==> config.mk <==
export PLATFORM = sky130hd
export DESIGN_NAME = mqrbf_front
export DESIGN_NICKNAME = d
export VERILOG_FILES = /design/src/hdl/mqrbf_pkg.sv /design/src/hdl/mqrbf_front.sv
export SDC_FILE = /design/constraint.sdc
export NUM_CORES = 1
export LEC_CHECK = 0
export BUFFER_PORTS_ARGS = -buffer_cell sky130_fd_sc_hd__clkbuf_2
export CORE_AREA = 2 2 109 153
export DETAILED_ROUTE_END_ITERATION = 12
export DIE_AREA = 0 0 111 155
export HOLD_SLACK_MARGIN = 0.06
export PLACE_DENSITY = 0.76
export SLEW_MARGIN = 25
export SYNTH_ARGS = -nofsm -noshare
export SYNTH_HDL_FRONTEND = slang
export SYNTH_SLANG_ARGS = --single-unit
==> constraint.sdc <==
create_clock -name clock -period 4.31 [get_ports clock]
set_input_delay 0.2155 -clock clock [delete_from_list [all_inputs] [get_ports clock]]
set_output_delay 0.2155 -clock clock [all_outputs]
set_load 0.005 [all_outputs]
==> src/hdl/mqrbf_pkg.sv <==
// Shared types and constants for the multiquadric RBF evaluator.
// No dependencies; imported by every module of the block but mqrbf_ram.
package mqrbf_pkg;

   localparam int COORD_W  = 16;
   localparam int WEIGHT_W = 32;
   localparam int ACC_W    = 48;
   localparam int CFG_W    = 32;
   localparam int IDX_W    = 8;
   localparam int NCFG_W   = 9;
   localparam int DIMS_W   = 3;
   localparam int SUM_W    = 36;                // sum of squares plus epsilon, Q.16
   localparam int RAD_W    = SUM_W + 16;        // radicand, Q.32
   localparam int ROOT_W   = RAD_W / 2;         // root, Q.16
   localparam int REM_W    = ROOT_W + 2;
   localparam int ENTRY_W  = 4 * COORD_W + WEIGHT_W;

   localparam logic [1:0] REG_EPSILON = 2'd0;
   localparam logic [1:0] REG_ALPHA   = 2'd1;
   localparam logic [1:0] REG_CENTERS = 2'd2;
   localparam logic [1:0] REG_DIMS    = 2'd3;

   localparam logic OP_LOAD  = 1'b0;
   localparam logic OP_QUERY = 1'b1;

   typedef struct packed {
      logic                       op;
      logic [IDX_W-1:0]           index;
      logic [3:0][COORD_W-1:0]    coord;   // x in lane 0 .. w in lane 3
      logic signed [WEIGHT_W-1:0] weight;
   } item_type;

   typedef struct packed {
      logic [CFG_W-1:0]  epsilon_squared;
      logic [CFG_W-1:0]  offset_alpha;
      logic [NCFG_W-1:0] centers_in_use;
      logic [DIMS_W-1:0] dims_in_use;
   } cfg_type;

endpackage

==> src/hdl/mqrbf_front.sv <==
// Front end: accepts items and holds them in a two-entry queue for the back end.
// Depends on mqrbf_pkg.
module mqrbf_front (
   input  logic                clock,
   input  logic                reset,
   input  logic                start,
   output logic                busy,
   input  mqrbf_pkg::item_type in_item,
   output logic                head_valid,
   output mqrbf_pkg::item_type head_item,
   input  logic                head_pop
);
   import mqrbf_pkg::*;

   item_type   q_ff [2];
   logic       wr_ptr_ff, wr_ptr_in;
   logic       rd_ptr_ff, rd_ptr_in;
   logic [1:0] count_ff, count_in;
   logic       push, pop;

   assign busy       = (count_ff == 2'd2);
   assign push       = start && !busy;
   assign head_valid = (count_ff != 2'd0);
   assign pop        = head_pop && head_valid;
   assign head_item  = q_ff[rd_ptr_ff];

   always_comb begin
      wr_ptr_in = push ? ~wr_ptr_ff : wr_ptr_ff;
      rd_ptr_in = pop ? ~rd_ptr_ff : rd_ptr_ff;
      count_in  = count_ff + {1'b0, push} - {1'b0, pop};
   end

   always_ff @(posedge clock) begin
      if (reset) begin
         wr_ptr_ff <= 1'b0;
         rd_ptr_ff <= 1'b0;
         count_ff  <= 2'd0;
      end else begin
         wr_ptr_ff <= wr_ptr_in;
         rd_ptr_ff <= rd_ptr_in;
         count_ff  <= count_in;
      end
   end

   always_ff @(posedge clock) begin
      if (push) begin
         q_ff[wr_ptr_ff] <= in_item;
      end
   end
endmodule

==> flow_summary.json <==
{
  "run_status": "finished, final reports clean",
  "max_freq_mhz": 372,
  "clock_insertion_delay_worst_skew_ns": 0.48,
  "fin_worst_hold_slack_ns": 0.174,
  "pwr_density_cell_nw_per_um2": 513,
  "critical_path_buffer_and_inverter_count": 2,
  "setup.reg_to_reg.worst_slack_ns": 1.89,
  "nNetsFinal": 801,
  "first_global_vias": 4929,
  "critical_path_class": "reg2out",
  "design.die.area_um2": 17200,
  "gr-usage-all-layers_pct": 18.7,
  "tightest_slew_ns": 0.920,
  "grt_first_pass_wirelength_um": 25300,
  "global_route.usage.met1_pct": 20.7,
  "totalWireLength_um": 16600,
  "critPathArrivalTime_ns": 2.47,
  "total_of_buffers_placed_on_input_and_output_ports": 215,
  "grt_util_met2_pct": 35.7,
  "worst-r2r-cell-count": 5,
  "fin_setup_tns_ns": 0,
  "synth.lib_cells_used.distinct": 22,
  "initial_core_util_pct": 50.7,
  "postSynthRegisterBits": 215,
  "startpoint_type": "register",
  "gp_congestion": 0.726,
  "fp.dieH_um": 155,
  "wl_per_cell_um": 18.4,
  "synth_largest_area_cell": "sky130_fd_sc_hd__edfxtp_1",
  "type_of_destination_of_the_critical_path": "primary output",
  "irDropWorstVdd_mv": 0.636,
  "core_area_um2": 15900,
  "groute.layer.met3.usage_pct": 3.16,
  "cts.reportedPaths.clkPinSlew_ns": 0.06,
  "grt_ovf": 0,
  "vias": 4525,
  "hold_path_class": "in2reg",
  "die_width_um": 111,
  "post-route-min-period_ns": 2.69,
  "area_delta_synth_final_pct": 35.7,
  "slew_viol_final": 0,
  "cts_tree": "built",
  "grt_antenna_before_repair": 0,
  "cts_setup_buffers": 0,
  "cts.repair.resized": 0,
  "unrepaired_setup_endpoints_after_global_routing": "false",
  "timing.critical_path.cells": "buf_4 -> mux2_2 -> clkbuf_2",
  "drt.antenna.violating_nets": 0,
  "cap_viol_max_count": 0,
  "pin_count_of_the_biggest_net_entering_global_routing": 72,
  "drtIter0Drc": 187,
  "clock_tree.buffer_depth": 3,
  "yosysWarningCount": 0,
  "post-synth-top-area-fraction_pct": 78.2,
  "fraction_of_the_yosys_area_taken_by_sequential_cells_pct": 79.5,
  "syn-mean-instance-area_um2": 22.8,
  "ctsRootBufferMaster": "sky130_fd_sc_hd__clkbuf_16",
  "synth_area_um2": 8060,
  "worst_path_dominant_cell_family": "flip-flops",
  "ctsHoldBuffers": 106,
  "worstReg2RegEnd": "q_ff[0][85]",
  "worst_clock_skew_ns": 0.00541,
  "crit_required_ns": 4.09,
  "finalHoldViolCount": 0,
  "row_count": 55,
  "final_layout_size_suffix_gt1_share_pct": 50.1,
  "place.detailed.hpwl_um": 9890,
  "layout_commonest_cell": "sky130_fd_sc_hd__clkbuf_2",
  "most_congested_layer_reported_by_global_routing": "met2",
  "worstReg2RegStart": "count_ff[0]",
  "vias_per_cell": 5.01,
  "detail_route.first_pass.iterations": 5,
  "setup_viol": 0,
  "syn-instance-count": 353,
  "final.period_utilization_pct": 62.3,
  "numClockSinks": 215,
  "cts.htree.levels": 1,
  "layout.cells.most_common_list": "sky130_fd_sc_hd__clkbuf_2, sky130_fd_sc_hd__edfxtp_1, sky130_fd_sc_hd__dlygate4sd3_1",
  "hold_depth": 4,
  "hold_start": "head_pop",
  "power.total_mw": 5.61,
  "route.detailed.drc": 0,
  "synth.top_cells.by_area": "sky130_fd_sc_hd__edfxtp_1, sky130_fd_sc_hd__mux2_4, sky130_fd_sc_hd__mux2_2, sky130_fd_sc_hd__buf_12, sky130_fd_sc_hd__dfxtp_1",
  "leakage_nw": 4.29,
  "clock_buffer_count_from_cts": 20,
  "hold_path_end": "rd_ptr_ff",
  "slew_headroom_pct": 38.6,
  "slowest_library_cell_on_the_worst_path": "sky130_fd_sc_hd__dfxtp_4",
  "worst_path_largest_cell_delay_ns": 0.95,
  "io_pins": 216,
  "critical_path_peak_fanout": 58,
  "synth.net_count": 464
}
==> metrics by stage <==
stage	setup slack (ns)	area (um2)	cells	utilization, %
after floorplan	0.888	8060	353	-
after global placement	1.99	9290	761	58.4
after detailed placement	1.88	9290	761	58.4
after CTS	1.59	10900	903	68.8
after global routing	1.49	10900	903	68.8
final	1.62	10900	904	68.8
==> synth_stat cells, drive strengths merged <==
library cell	instances
edfxtp	210
mux2	105
buf	12
dfxtp	5
inv	4
nor2	3
ha	2
xnor2	2
a21oi	1
and3	1
nand2	1
nand2b	1
nor2b	1
o21a	1
o21ai	1
or2	1
or3	1
xor2	1
==> cell families after synthesis <==
kind of cell	count (synthesis)	synth area share, %
compound gates	3	0.217
xor+xnor	3	0.326
fa+ha+maj	2	0.310
buf+inv	16	2.06
flops	215	79.5
mux	105	17.0
simple gates	9	0.606
==> worst register-to-register path, stage by stage (launching register included) <==
cell,delay [ns]
sky130_fd_sc_hd__dfxtp_1,0.37
sky130_fd_sc_hd__nand2b_2,0.17
sky130_fd_sc_hd__inv_1,0.07
sky130_fd_sc_hd__or3_1,0.38
sky130_fd_sc_hd__inv_4,0.69
sky130_fd_sc_hd__buf_4,0.44
==> power by group <==
part	internal [mW]	switching [mW]	total [mW]
sequential	2.60	0.148	2.75
combinational	0.719	0.553	1.27
clock	0.893	0.697	1.59
total	4.21	1.40	5.61
==> layer usage <==
metal  routed length (um)  vias to the layer above
li1                     -                     2069
met1                 6020                     2253
met2                 9170                      160
met3                  875                       43
met4                  565                        0
met5                    0                        -
==> registers in the layout, summed over array words and instances, names as in the netlist, named ones only <==
register and count:
count_ff 2, rd_ptr_ff 1, wr_ptr_ff 1, q_ff 210
==> how the worst max path moves through the flow <==
stage / depth (start not counted) / start / to
final: 3 / register / head_item[37]
after global placement: 5 / count_ff[0] / q_ff[0][34]
after detailed placement: 5 / count_ff[0] / q_ff[0][76]
after global routing: 3 / register / head_item[6]
after floorplan: 2 / count_ff[0] / q_ff[1][0]
after CTS: 3 / register / head_item[7]
==> layout make-up <==
class | instances | area (um2)
Clock inverter | 7 | 27.5
Multi-Input combinational cell | 122 | 1490
Timing Repair Buffer | 327 | 2180
Clock buffer | 29 | 556
Tap cell | 199 | 249
Sequential cell | 215 | 6410
Inverter | 4 | 17.5
Antenna cell | 1 | 2.50
Fill cell | 989 | 4960
No activity file was read; power rests on OpenSTA's default activity.
